### config.mk
export PLATFORM = sky130hd
export DESIGN_NAME = square_wave_channel_with_sweep_top
export DESIGN_NICKNAME = d
export VERILOG_FILES = /design/src/rtl/core/sqw_pkg.sv /design/src/rtl/core/square_wave_channel_with_sweep_top.sv
export SDC_FILE = /design/constraint.sdc
export NUM_CORES = 1
export LEC_CHECK = 0
export BUFFER_PORTS_ARGS = -buffer_cell sky130_fd_sc_hd__buf_2
export CORE_UTILIZATION = 35
export CTS_BUF_LIST = sky130_fd_sc_hd__clkbuf_2
export CTS_CLUSTER_DIAMETER = 50
export CTS_CLUSTER_SIZE = 14
export DETAILED_ROUTE_END_ITERATION = 8
export PLACE_DENSITY_LB_ADDON = 0.3
export SLEW_MARGIN = 20
export SYNTH_ARGS = -nofsm -noshare
export SYNTH_HDL_FRONTEND = slang
export SYNTH_SLANG_ARGS = --single-unit
### constraint.sdc
create_clock -name clk -period 11.5 [get_ports clk]
set_input_delay 2.875 -clock clk [delete_from_list [all_inputs] [get_ports clk]]
set_output_delay 2.875 -clock clk [all_outputs]
set_load 0.01 [all_outputs]
### src/rtl/core/sqw_pkg.sv
// Package for the square-wave channel with sweep: request and register codes,
// the length load table, the duty patterns and the sweep target arithmetic.
// No dependencies.
`default_nettype none

package sqw_pkg;

  localparam int unsigned PeriodW = 11;
  localparam int unsigned LengthW = 8;

  typedef enum logic [1:0] {
    REQ_REG_WRITE = 2'd0,
    REQ_ENABLE    = 2'd1,
    REQ_TIMER     = 2'd2,
    REQ_HALF      = 2'd3
  } req_type_t;

  typedef enum logic [1:0] {
    REG_DUTY   = 2'd0,
    REG_SWEEP  = 2'd1,
    REG_PER_LO = 2'd2,
    REG_PER_HI = 2'd3
  } reg_index_t;

  // Periods below this value mute the channel.
  localparam logic [PeriodW-1:0] MinPeriod = PeriodW'(8);

  typedef struct packed {
    logic               gate;
    logic               muted;
    logic               length_active;
    logic [PeriodW-1:0] period;
  } result_t;

  // Length counter load values, indexed by bits 7:3 of a period-high write.
  function automatic logic [LengthW-1:0] length_lookup(input logic [4:0] idx);
    logic [LengthW-1:0] v;
    unique case (idx)
      5'd0:  v = 8'd10;   5'd1:  v = 8'd254;  5'd2:  v = 8'd20;  5'd3:  v = 8'd2;
      5'd4:  v = 8'd40;   5'd5:  v = 8'd4;    5'd6:  v = 8'd80;  5'd7:  v = 8'd6;
      5'd8:  v = 8'd160;  5'd9:  v = 8'd8;    5'd10: v = 8'd60;  5'd11: v = 8'd10;
      5'd12: v = 8'd14;   5'd13: v = 8'd12;   5'd14: v = 8'd26;  5'd15: v = 8'd14;
      5'd16: v = 8'd12;   5'd17: v = 8'd16;   5'd18: v = 8'd24;  5'd19: v = 8'd18;
      5'd20: v = 8'd48;   5'd21: v = 8'd20;   5'd22: v = 8'd96;  5'd23: v = 8'd22;
      5'd24: v = 8'd192;  5'd25: v = 8'd24;   5'd26: v = 8'd72;  5'd27: v = 8'd26;
      5'd28: v = 8'd16;   5'd29: v = 8'd28;   5'd30: v = 8'd32;  default: v = 8'd30;
    endcase
    return v;
  endfunction

  // Duty pattern bit for a duty setting and a sequence step.
  function automatic logic duty_bit(input logic [1:0] sel, input logic [2:0] step);
    logic [7:0] pat;
    unique case (sel)
      2'd0:    pat = 8'b1000_0000;
      2'd1:    pat = 8'b1100_0000;
      2'd2:    pat = 8'b1111_0000;
      default: pat = 8'b0011_1111;
    endcase
    return pat[step];
  endfunction

  // Sweep target, one bit wider than the period so overflow is visible.
  function automatic logic [PeriodW:0] sweep_target(input logic [PeriodW-1:0] per,
                                                    input logic [2:0] shift,
                                                    input logic negate);
    logic [PeriodW:0] change;
    change = {1'b0, per >> shift};
    if (negate) begin
      return {1'b0, per} - change;
    end
    return {1'b0, per} + change;
  endfunction

  function automatic logic is_muted(input logic [PeriodW-1:0] per,
                                    input logic [2:0] shift,
                                    input logic negate);
    logic [PeriodW:0] tgt;
    tgt = sweep_target(per, shift, negate);
    return (per < MinPeriod) || tgt[PeriodW];
  endfunction

endpackage

`default_nettype wire

### src/rtl/core/square_wave_channel_with_sweep_top.sv
// Top level of the square-wave channel with sweep and length counter.
// Depends on sqw_pkg (codes, tables, sweep arithmetic).
`default_nettype none

// Usage
// The input channel (in_valid/in_ready) carries one request per transaction:
// a register write, an enable write, a timer tick or a half-frame tick,
// selected by req_type. Every request produces exactly one result transaction
// on the output channel (out_valid/out_ready) holding gate, muted,
// length_active and period, all taken from the channel state after the
// request has been applied.
// The state update and the result are computed in a single combinational
// pass and the result is registered on the edge that accepts the request.
// Throughput is one request per cycle while the output
// side keeps out_ready high; two 12-bit sweep adders in series (one on the
// old period, one on the updated period) and the mute compare set the path.
// When the receiver stalls, one further request is still taken and its
// result parked in a skid register; in_ready drops while that skid
// register is occupied, and rises again once the receiver drains it.
// Synchronous reset clears all channel state to zero (channel disabled,
// length counter empty, period zero), empties both result registers and
// holds in_ready low, so no request is taken while reset is asserted.
module square_wave_channel_with_sweep_top
  import sqw_pkg::*;
(
  input  wire logic               clk,
  input  wire logic               rst,
  input  wire logic               in_valid,
  output logic                    in_ready,
  input  wire logic [1:0]         req_type,
  input  wire logic [1:0]         reg_index,
  input  wire logic [7:0]         write_data,
  output logic                    out_valid,
  input  wire logic               out_ready,
  output logic                    gate,
  output logic                    muted,
  output logic                    length_active,
  output logic [PeriodW-1:0]      period
);

  // Channel state.
  logic               enabled,              enabled_next;
  logic [1:0]         duty_select,          duty_select_next;
  logic               length_halt,          length_halt_next;
  logic               sweep_on,             sweep_on_next;
  logic [2:0]         sweep_reload_period,  sweep_reload_period_next;
  logic               sweep_negate,         sweep_negate_next;
  logic [2:0]         sweep_shift,          sweep_shift_next;
  logic               sweep_reload_pending, sweep_reload_pending_next;
  logic [2:0]         sweep_divider,        sweep_divider_next;
  logic [PeriodW-1:0] timer_period,         timer_period_next;
  logic [PeriodW-1:0] timer_count,          timer_count_next;
  logic [2:0]         duty_step,            duty_step_next;
  logic [LengthW-1:0] length_count,         length_count_next;

  // Output register and skid register.
  result_t out_res, skid_res, new_res;
  logic    skid_valid;

  logic accept, out_take, out_free;
  logic mute_now, mute_next;
  logic [PeriodW:0] target_now;
  logic [LengthW-1:0] length_dec;

  assign in_ready = !rst && !skid_valid;
  assign accept   = in_valid && in_ready;
  assign out_take = out_valid && out_ready;
  assign out_free = !out_valid || out_take;

  // Sweep target and mute status of the state before this request.
  assign target_now = sweep_target(timer_period, sweep_shift, sweep_negate);
  assign mute_now   = is_muted(timer_period, sweep_shift, sweep_negate);
  assign length_dec = length_count - LengthW'(1);

  always_comb begin
    enabled_next              = enabled;
    duty_select_next          = duty_select;
    length_halt_next          = length_halt;
    sweep_on_next             = sweep_on;
    sweep_reload_period_next  = sweep_reload_period;
    sweep_negate_next         = sweep_negate;
    sweep_shift_next          = sweep_shift;
    sweep_reload_pending_next = sweep_reload_pending;
    sweep_divider_next        = sweep_divider;
    timer_period_next         = timer_period;
    timer_count_next          = timer_count;
    duty_step_next            = duty_step;
    length_count_next         = length_count;

    unique case (req_type_t'(req_type))
      REQ_REG_WRITE: begin
        unique case (reg_index_t'(reg_index))
          REG_DUTY: begin
            duty_select_next = write_data[7:6];
            length_halt_next = write_data[5];
          end
          REG_SWEEP: begin
            sweep_on_next             = write_data[7];
            sweep_reload_period_next  = write_data[6:4];
            sweep_negate_next         = write_data[3];
            sweep_shift_next          = write_data[2:0];
            sweep_reload_pending_next = 1'b1;
          end
          REG_PER_LO: begin
            timer_period_next = {timer_period[PeriodW-1:8], write_data};
          end
          REG_PER_HI: begin
            timer_period_next = {write_data[2:0], timer_period[7:0]};
            if (enabled) begin
              length_count_next = length_lookup(write_data[7:3]);
            end
            duty_step_next = 3'd0;
          end
          default: begin
          end
        endcase
      end
      REQ_ENABLE: begin
        enabled_next = write_data[0];
        if (!write_data[0]) begin
          length_count_next = '0;
        end
      end
      REQ_TIMER: begin
        if (timer_count == '0) begin
          duty_step_next   = duty_step - 3'd1;
          timer_count_next = timer_period;
        end else begin
          timer_count_next = timer_count - PeriodW'(1);
        end
      end
      REQ_HALF: begin
        if (sweep_divider == 3'd0 && sweep_on && sweep_shift != 3'd0 && !mute_now) begin
          timer_period_next = target_now[PeriodW-1:0];
        end
        if (sweep_divider == 3'd0 || sweep_reload_pending) begin
          sweep_divider_next        = sweep_reload_period;
          sweep_reload_pending_next = 1'b0;
        end else begin
          sweep_divider_next = sweep_divider - 3'd1;
        end
        if (length_count != '0 && !length_halt) begin
          length_count_next = length_dec;
          if (length_dec == '0) begin
            enabled_next = 1'b0;
          end
        end
      end
      default: begin
      end
    endcase
  end

  // Result from the state as it stands after the request.
  assign mute_next = is_muted(timer_period_next, sweep_shift_next, sweep_negate_next);

  always_comb begin
    new_res.muted         = mute_next;
    new_res.length_active = (length_count_next != '0);
    new_res.period        = timer_period_next;
    new_res.gate          = enabled_next && !mute_next && new_res.length_active &&
                            duty_bit(duty_select_next, duty_step_next);
  end

  always_ff @(posedge clk) begin
    if (rst) begin
      enabled              <= 1'b0;
      duty_select          <= '0;
      length_halt          <= 1'b0;
      sweep_on             <= 1'b0;
      sweep_reload_period  <= '0;
      sweep_negate         <= 1'b0;
      sweep_shift          <= '0;
      sweep_reload_pending <= 1'b0;
      sweep_divider        <= '0;
      timer_period         <= '0;
      timer_count          <= '0;
      duty_step            <= '0;
      length_count         <= '0;
    end else if (accept) begin
      enabled              <= enabled_next;
      duty_select          <= duty_select_next;
      length_halt          <= length_halt_next;
      sweep_on             <= sweep_on_next;
      sweep_reload_period  <= sweep_reload_period_next;
      sweep_negate         <= sweep_negate_next;
      sweep_shift          <= sweep_shift_next;
      sweep_reload_pending <= sweep_reload_pending_next;
      sweep_divider        <= sweep_divider_next;
      timer_period         <= timer_period_next;
      timer_count          <= timer_count_next;
      duty_step            <= duty_step_next;
      length_count         <= length_count_next;
    end
  end

  // Result buffering: the output register is refilled from the skid register
  // first, so results leave in order.
  always_ff @(posedge clk) begin
    if (rst) begin
      out_valid  <= 1'b0;
      skid_valid <= 1'b0;
    end else if (out_free) begin
      if (skid_valid) begin
        out_valid  <= 1'b1;
        skid_valid <= 1'b0;
      end else begin
        out_valid <= accept;
      end
    end else if (accept) begin
      skid_valid <= 1'b1;
    end
  end

  always_ff @(posedge clk) begin
    if (out_free) begin
      if (skid_valid) begin
        out_res <= skid_res;
      end else if (accept) begin
        out_res <= new_res;
      end
    end else if (accept) begin
      skid_res <= new_res;
    end
  end

  assign gate          = out_res.gate;
  assign muted         = out_res.muted;
  assign length_active = out_res.length_active;
  assign period        = out_res.period;

  // A parked result implies the output register is full.
  a_skid_needs_out: assert property (@(posedge clk) disable iff (rst)
    skid_valid |-> out_valid)
    else $error("skid register holds a result while output register is empty");

  // A disabled channel never holds a nonzero length count.
  a_disabled_len_zero: assert property (@(posedge clk) disable iff (rst)
    !enabled |-> (length_count == '0))
    else $error("length counter nonzero while channel disabled");

  // An accepted request while the output is stalled lands in the skid register.
  a_stall_parks: assert property (@(posedge clk) disable iff (rst)
    (accept && out_valid && !out_ready) |=> skid_valid)
    else $error("request accepted during stall was not parked");

  // The gate opens only for an unmuted channel with a running length count.
  a_gate_consistent: assert property (@(posedge clk) disable iff (rst)
    (out_valid && gate) |-> (!muted && length_active))
    else $error("gate high while muted or length expired");

endmodule

`default_nettype wire

==> results of run 1 <==
-- logic make-up after synthesis --
| kind of cell | share of synthesized area [%] |
|---|---|
| adders and majority gates | 6.77 |
| DFF | 24.5 |
| buffers and inverters | 6.25 |
| AOI/OAI and AO/OA | 28.2 |
| and+or+nand+nor | 24.4 |
| xor gates and xnor gates | 2.65 |
| muxes | 7.22 |
-- through the flow --
step | hold slack (ns) | setup WS (ns) | instances | util, % | power (uW)
2_1_floorplan | 0.434 | 3.69 | 995 | - | 556
3_3_place_gp | 0.443 | 2.48 | 1247 | 37.3 | 631
3_5_place_dp | 0.451 | 2.29 | 1247 | 37.3 | 630
4_1_cts | 0.477 | 2.62 | 1263 | 37.9 | 818
5_1_grt | 0.512 | 1.72 | 1265 | 38.0 | 867
6_report | 0.480 | 2.55 | 1265 | 38.0 | 816
-- Yosys cell counts, types with 12 or more instances --
cell,n,share of area [%]
sky130_fd_sc_hd__nand2_1,113,5.6
sky130_fd_sc_hd__nor2_1,92,4.5
sky130_fd_sc_hd__a21oi_1,83,5.5
sky130_fd_sc_hd__o21ai_0,66,4.3
sky130_fd_sc_hd__dfxtp_1,51,13
sky130_fd_sc_hd__clkbuf_1,49,2.4
sky130_fd_sc_hd__inv_1,39,1.9
sky130_fd_sc_hd__ha_1,38,6.2
sky130_fd_sc_hd__mux2i_1,29,3.8
sky130_fd_sc_hd__nand3_1,29,1.9
sky130_fd_sc_hd__edfxtp_1,28,11
sky130_fd_sc_hd__nor3_1,27,1.8
sky130_fd_sc_hd__nand3b_1,19,1.9
sky130_fd_sc_hd__mux2_2,15,2.2
sky130_fd_sc_hd__a211oi_1,13,1.3
sky130_fd_sc_hd__or3_1,13,1.1
sky130_fd_sc_hd__a21o_1,12,1.2
sky130_fd_sc_hd__nand2b_1,12,0.99
sky130_fd_sc_hd__xnor2_1,12,1.4
-- power groups by stage --
stage / Clock, uW / Combinational (uW) / Sequential, uW
2_1_floorplan: 0 / 244 / 313
3_3_place_gp: 0 / 314 / 317
3_5_place_dp: 0 / 313 / 317
4_1_cts: 191 / 315 / 311
5_1_grt: 201 / 354 / 313
6_report: 186 / 319 / 311
-- state kept, by name, summed over array words and instances (netlist names), 2 cells and up --
name,flops
timer_period,11
duty_step,3
sweep_shift,3
length_count,8
sweep_divider,3
timer_count,11
sweep_reload_period,3
skid_res,14
period,11
duty_select,2
-- how the worst min path moves through the flow --
stage,start,to,slack (ns)
4_1_cts,timer_count[9],timer_count[9],0.48
6_report,duty_select[0],duty_select[0],0.48
3_3_place_gp,duty_select[1],duty_select[1],0.44
2_1_floorplan,duty_select[1],duty_select[1],0.43
5_1_grt,sweep_reload_period[0],sweep_reload_period[0],0.51
3_5_place_dp,timer_count[9],timer_count[9],0.45
-- metal layers --
metal  vias to the layer above  share of wire, %  GRT usage [%]
met4                         0               2.9           8.01
met5                         -                 0              0
met3                        54               5.1           2.62
li1                       3650                 -              -
met1                      3464                47           28.2
met2                       235                45           33.4
-- final cells by class --
cell class,instances,share of cell area (%)
Clock inverter,7,1.20
Multi-Input combinational cell,804,65.6
Sequential cell,79,23.2
Tap cell,275,4.28
Inverter,49,2.29
Timing Repair Buffer,40,2.77
Antenna cell,2,0.0623
Clock buffer,9,0.561
-- critical path: cells and delay by family (launching register included) --
family / cells / cell delay [ns]
buf+inv: 1 / 0.15
xor+xnor: 1 / 0.14
flops: 1 / 1.05
fa+ha+maj: 3 / 0.87
simple gates: 15 / 2.69
mux: 1 / 0.44
compound gates: 16 / 3.40
==> results.txt, run 1 <==
The time the final worst path needs with I/O delays and setup is 8.95 ns, and the CTS H-tree depth is 3. STA classifies the critical path endpoint as a register. The flow ran to the end, and the final reports show no timing, DRC or antenna violations. The area growth from synthesis to layout was 5.54%; the final count of hold timing violations was 0. For the final routed database, the setup TNS stands at 0 ns. The hold buffer count at cts came out at 0. For this run, the detailed router's first-pass iteration total came to 5. For the pin with the worst max-slew slack, the measured transition is 1.02 ns. Internal power summed over all cells: 494 uW. Clock latency on the worst-skew pair, taken at its later pin, is 0.61 ns. The register-to-register setup slack is 2.55 ns, and the switching fraction of total power is 39.5%.

The beginning of the worst register-to-register path was sweep_shift[1]. In this run, synthesis inferred 28 flip-flops with an integrated enable. Area enclosed by the die boundary: 22300 um^2. The tools report the footprint of the flip-flops and latches as 1860 um^2. The most critical setup path has its startpoint at sweep_shift[1].

For this run, the register share of the synthesized area comes to 24.5%. The worst register-to-register path has a depth of 37. Entering global routing, the biggest net connects 53 pins.

Total wire length: 22600 um. In the synthesized netlist, the number of instances is 995. The synthesized area divided by synthesized cell count came out at 7.65 um^2. The worst setup path is launched from a register. The number of nets handed over by synthesis was 1050. The most critical setup path has its endpoint at skid_res[12]. The weighted congestion reported at the end of routability-driven placement was 0.913; the number of core rows was 53. STA puts the critical path data required time at 11.88 ns. After layout, the worst path uses 77.8% of the clock period.

The finished layout cell area was 8030 um^2. The via count of the first global-routing pass was 6887; the maximum clock path buffer count was 2. After synthesis, the share of flip-flops with an asynchronous set or reset is 0%. The region available for standard cell placement spans 21200 um^2. The run gives 0.0000854 V as the highest ir drop seen on vdd. The final max-slew violation count was 0. The worst pin sits at a relative slew slack of 32.0%. Once the floorplan was initialized, standard cells occupied 36.0% of the core.

After filler insertion, the fill cell instance count of the layout stands at 2149. The total vias in the final route came out at 7403. Counting stages on the worst path, the most repeated cell is sky130_fd_sc_hd__a21oi_1. The total overflow left after global routing is 0.

The Yosys step of the flow raised 0 warnings. The height of the die is 149 um. In the routed design, unresolved DRC markers number 0. Summing every instance area after synthesis gives 7610 um^2. In this run the count of I/O pins placed on the die edge is 32. The class of the worst hold path is reg -> reg. Leakage power summed over all cells: 0.00303 uW. TritonCTS built the clock tree. The fraction of final layout cells sized beyond drive strength 1 was 11.8%; the number of sinks on the clock net was 79. Static timing analysis puts the maximum clock frequency at 112 MHz.

The global-route usage over all layers was 20.8%. For the post-CTS setup-driven buffer insertion count, the log shows 0. The class of the most critical setup path was reg -> reg. In this run the worst path has a maximum fanout of 23. The library cell used most frequently in the layout, excluding fill and tap cells, is sky130_fd_sc_hd__nand2_1. Detailed placement finished with a half-perimeter wire length of 16700 um.

The power dissipated by switching net loads is 323 uW, and the die boundary width is 149 um. In this run, the clock network consumes 22.8% of the power. The root buffer cell was sky130_fd_sc_hd__clkbuf_2. Setup violations remaining at the end of the flow were counted as 0. After the last flow step, the layout net total stands at 1038. Summing all multi-input logic gate instances after layout gives 5270 um^2. The tools report the count of different cell masters after synthesis as 98. Combinational logic burns 39.1% of the power.

Setup repair after global routing left no endpoint under its margin. The data arrival at the endpoint of the critical path is 9.32 ns. The total power per unit cell area came out at 102 nW/um^2. In this run, synthesis produced a sequential element count of 79. In this run the cell area measured after placement is 7890 um^2. The first global-routing pass estimated 36700 um of wire. In the routed layout, each cell is associated on average with a via count of 5.85. In the layout the commonest cells are sky130_fd_sc_hd__nand2_1, sky130_fd_sc_hd__nor2_1, sky130_fd_sc_hd__a21oi_1. The number of I/O port buffers is 31, and the number of antenna-violating nets in the routed design is 0. Max-cap violations in this run came to 0.

The share of total power dissipated in sequential elements is 38.2%. Among all flip-flop cells after synthesis, the most frequent one is sky130_fd_sc_hd__dfxtp_1. Average wire length per cell after detail routing: 17.9 um. Initial detailed-routing violation count: 531. The largest individual stage delay along the critical path comes from the cell sky130_fd_sc_hd__dfxtp_1. End of the worst register-to-register path: skid_res[12]. After clock tree synthesis, the clock-pin slew on the worst setup and hold paths is 0.24 ns. Number of buffers inserted during clock tree synthesis: 9. The number of instances resized during post-cts repair is 0, and the final clock skew is 0.0574 ns. Cell depth of the worst min-delay path: 2. For this run, the slowest stage of the critical path takes 1.05 ns. For the number of antenna violations at the first check in global routing, the log shows 1.
(Power assumes the default switching activity.)
==> run 2: changes to the inputs <==
clock period = 8.6 ns   (was 11.5 ns; I/O delays follow)
==> run 2 against run 1 <==
Maximum frequency increased by 12%. Largest power group unchanged. Die area unchanged. Clock power increased by 5%. Critical path depth unchanged. Power increased by 28%. Worst hold slack got worse by 0.0083 ns. Core utilization increased by 0.47 points. Sequential cell count unchanged. Critical endpoint unchanged. Largest cell class unchanged. Sequential share of layout area decreased by 0.25 points. Clock skew decreased by 0.017 ns. Setup slack got worse by 1.9 ns. Sequential power increased by 33%.
==> results.txt, run 2 (same netlist as run 1, synthesis figures left out) <==
The tools report the met1 track demand over resource as 28.3% (+0.099 points). The tools report the fmax as 125 MHz (+12%). The class of the most critical setup path is reg -> reg. The number of core rows is 53 (unchanged). The number of antenna violations at the first check in global routing was 1 (unchanged); the total wire length was 23200 um (+2.6%). The height of the die is 149 um (unchanged).

The critical path's most frequent cell is sky130_fd_sc_hd__ha_1. The run gives 79 (unchanged) as the number of sinks on the clock net. The clock-pin transition on the worst setup and hold timing paths came out at 0.24 ns (about the same). The worst register-to-register path ends at skid_res[12]. The number of buffers inserted during clock tree synthesis came out at 9 (unchanged). The run gives 33.1% (-0.28 points) as the met2 capacity usage during global routing. The total iterations of the first detailed-routing run is 6 (+1). Fraction of final layout cells sized beyond drive strength 1: 13.5% (+1.7 points). The first-pass GRT wire length was 37300 um (+1.7%); the worst stage delay on the critical path was 0.57 ns (-0.48 ns). The transition time at the pin with the least slew margin is 0.933 ns (-0.0860 ns), and the global-route usage over all layers is 21.3% (+0.49 points). The number of I/O port buffers was 31 (unchanged); the post-placement setup slack was 0.413 ns (-1.88 ns). Post-CTS setup-driven buffer insertion count: 0 (unchanged).

The number of flip-flops under the largest register name is 14 (unchanged), and the register-to-register setup slack is 0.63 ns (-1.92 ns). The tree is rooted in a sky130_fd_sc_hd__clkbuf_2. The final count of hold timing violations came out at 0 (unchanged). The tools report the endpoint of the most critical setup path as skid_res[12]. The time the final worst path needs with I/O delays and setup was 7.97 ns (-0.975 ns); the data arrival at the endpoint of the critical path was 8.38 ns (-0.94 ns). The logs give 7038 (+2.2%) for the via count of the first global-routing pass and 0.0403 ns (-0.0171 ns) for the final clock skew. The tools report the beginning of the worst register-to-register path as sweep_shift[1]. Number of cells on the worst reg-to-reg path: 37 (unchanged). The worst slew margin relative to its limit is 37.7% (+5.7 points), and the highest ir drop seen on vdd is 0.0000861 V (+0.74%). The hold buffer count at cts came out at 0 (unchanged). The min-delay analysis places its worst path in the category reg -> reg. The total negative slack is 0 ns (unchanged), and the final global-route overflow total is 0 (unchanged). For the met3 track utilization from global routing, the log shows 3.63% (+1.0 points). The max-cap check violation count is 0 (unchanged), and the maximum clock path buffer count is 2 (unchanged). The HPWL after detailed placement was 17400 um (+4.5%); the starting density of the core was 36.0% (unchanged).

The CTS H-tree depth came out at 3 (unchanged). The library cell used most frequently in the layout, excluding fill and tap cells, is sky130_fd_sc_hd__nand2_1. The number of remaining DRC errors is 0 (unchanged).

The weighted congestion reported at the end of routability-driven placement was 0.946 (+3.6%). Ranked by flip-flop count, first place goes to skid_res. The area enclosed by the die boundary is 22300 um^2 (unchanged). The flow ran to the end, and the final reports show no timing, DRC or antenna violations. The count of endpoints failing setup in the final report is 0 (unchanged), and the number of ports placed on the die boundary is 32 (unchanged). The core footprint was 21200 um^2 (unchanged). Final worst slack: 0.628 ns (-1.92 ns). In the layout the commonest cells are sky130_fd_sc_hd__nand2_1, sky130_fd_sc_hd__nor2_1, sky130_fd_sc_hd__a21oi_1. The initial detailed-routing violation count is 594 (+12%), and the average wire length per cell after detail routing is 18.1 um (+1.3%).

Leakage power summed over all cells: 0.00309 uW (+2.1%). The data required time at the worst endpoint is 9.01 ns (-2.87 ns). The number of instances resized during post-cts repair is 0 (unchanged).

The logs give 0.63 ns (+0.02 ns) for the clock insertion delay at the later pin of the skew report and 53 (unchanged) for the largest net degree at the start of global routing. For the total vias in the final route, the log shows 7586 (+2.5%). The final max-slew violation count was 0 (unchanged); the largest fanout of any net on the critical path was 13 (-43%). The worst setup path is captured at a register. The run gives 1050 uW (+28%) as the post-layout total power. The number of antenna-violating nets in the routed design is 0 (unchanged), and the total power per unit cell area is 129 nW/um^2 (+27%). The final period utilization works out to 92.7% (+15 points). The slowest library cell on the worst path was sky130_fd_sc_hd__dfxtp_2. Compared with the post-synthesis result, the final layout area differs by 6.86%. The cell count after placement is 1263 (+1.3%). TritonCTS built the clock tree.

The most utilized layer in the global route result was met2. The post-detailed-route via-to-cell ratio is 5.92 (+1.2%). The final layout net count is 1054 (+1.5%).

The run gives 1281 (+1.3%) as the number of non-filler instances in the completed layout. The die boundary width works out to 149 um (unchanged). The worst setup path is launched from a register. The most critical setup path has its startpoint at sweep_shift[1].
## run 2: cell count changes in the layout (fill, tap and decap cells not counted), sizes merged
cell,before,now
buf,40,56
clkinv,5,4
inv,48,49
clkinvlp,1,3
bufinv,2,0
## run 2: worst min path at each step
stage | from | endpoint | slack, ns | cells past startpoint
after floorplan | duty_select[1] | duty_select[1] | 0.43 | 2
after global placement | duty_select[1] | duty_select[1] | 0.45 | 2
after detailed placement | duty_select[0] | duty_select[0] | 0.45 | 2
after CTS | duty_select[0] | duty_select[0] | 0.47 | 2
after global routing | timer_count[9] | timer_count[9] | 0.49 | 2
final | duty_select[0] | duty_select[0] | 0.47 | 2
## run 2: worst max-delay path, delay by kind of cell (launching register included)
kind,cells,cell delay (ns)
fa+ha+maj,4,1.00
flops,1,0.57
mux,1,0.23
buf+inv,2,0.41
xor+xnor,2,0.34
simple gates,14,1.76
compound gates,14,3.46
## run 2: cell type report
class	count	area, um^2
multi-input cells	804	5290
repair buffers	56	343
inverters	49	184
well taps	275	344
fillers	2166	13000
diodes	2	5.00
clock inverters	7	56.3
flip-flops and latches	79	1860
clock buffers	9	45.0
## run 2: metal layers
metal / up-vias / wire, um / part of all wire [%]
met5: - / 0 / 0
met4: 0 / 1010 / 4.4
met3: 77 / 1410 / 6.1
met2: 293 / 10200 / 44
met1: 3538 / 10500 / 45
li1: 3678 / - / -
## run 2: power breakdown
group          leakage [uW]  internal (uW)  total [uW]  switching, uW
sequential         0.000678            402         413           10.8
clock             0.0000564           40.7         195            154
combinational       0.00236            165         438            273
## run 2: through the flow
step / instance area, um^2 / util (%) / hold WS (ns)
2_1_floorplan: 7610 / - / 0.434
3_3_place_gp: 8010 / 37.8 / 0.446
3_5_place_dp: 8010 / 37.8 / 0.449
4_1_cts: 8110 / 38.3 / 0.475
5_1_grt: 8130 / 38.4 / 0.494
6_report: 8130 / 38.4 / 0.472
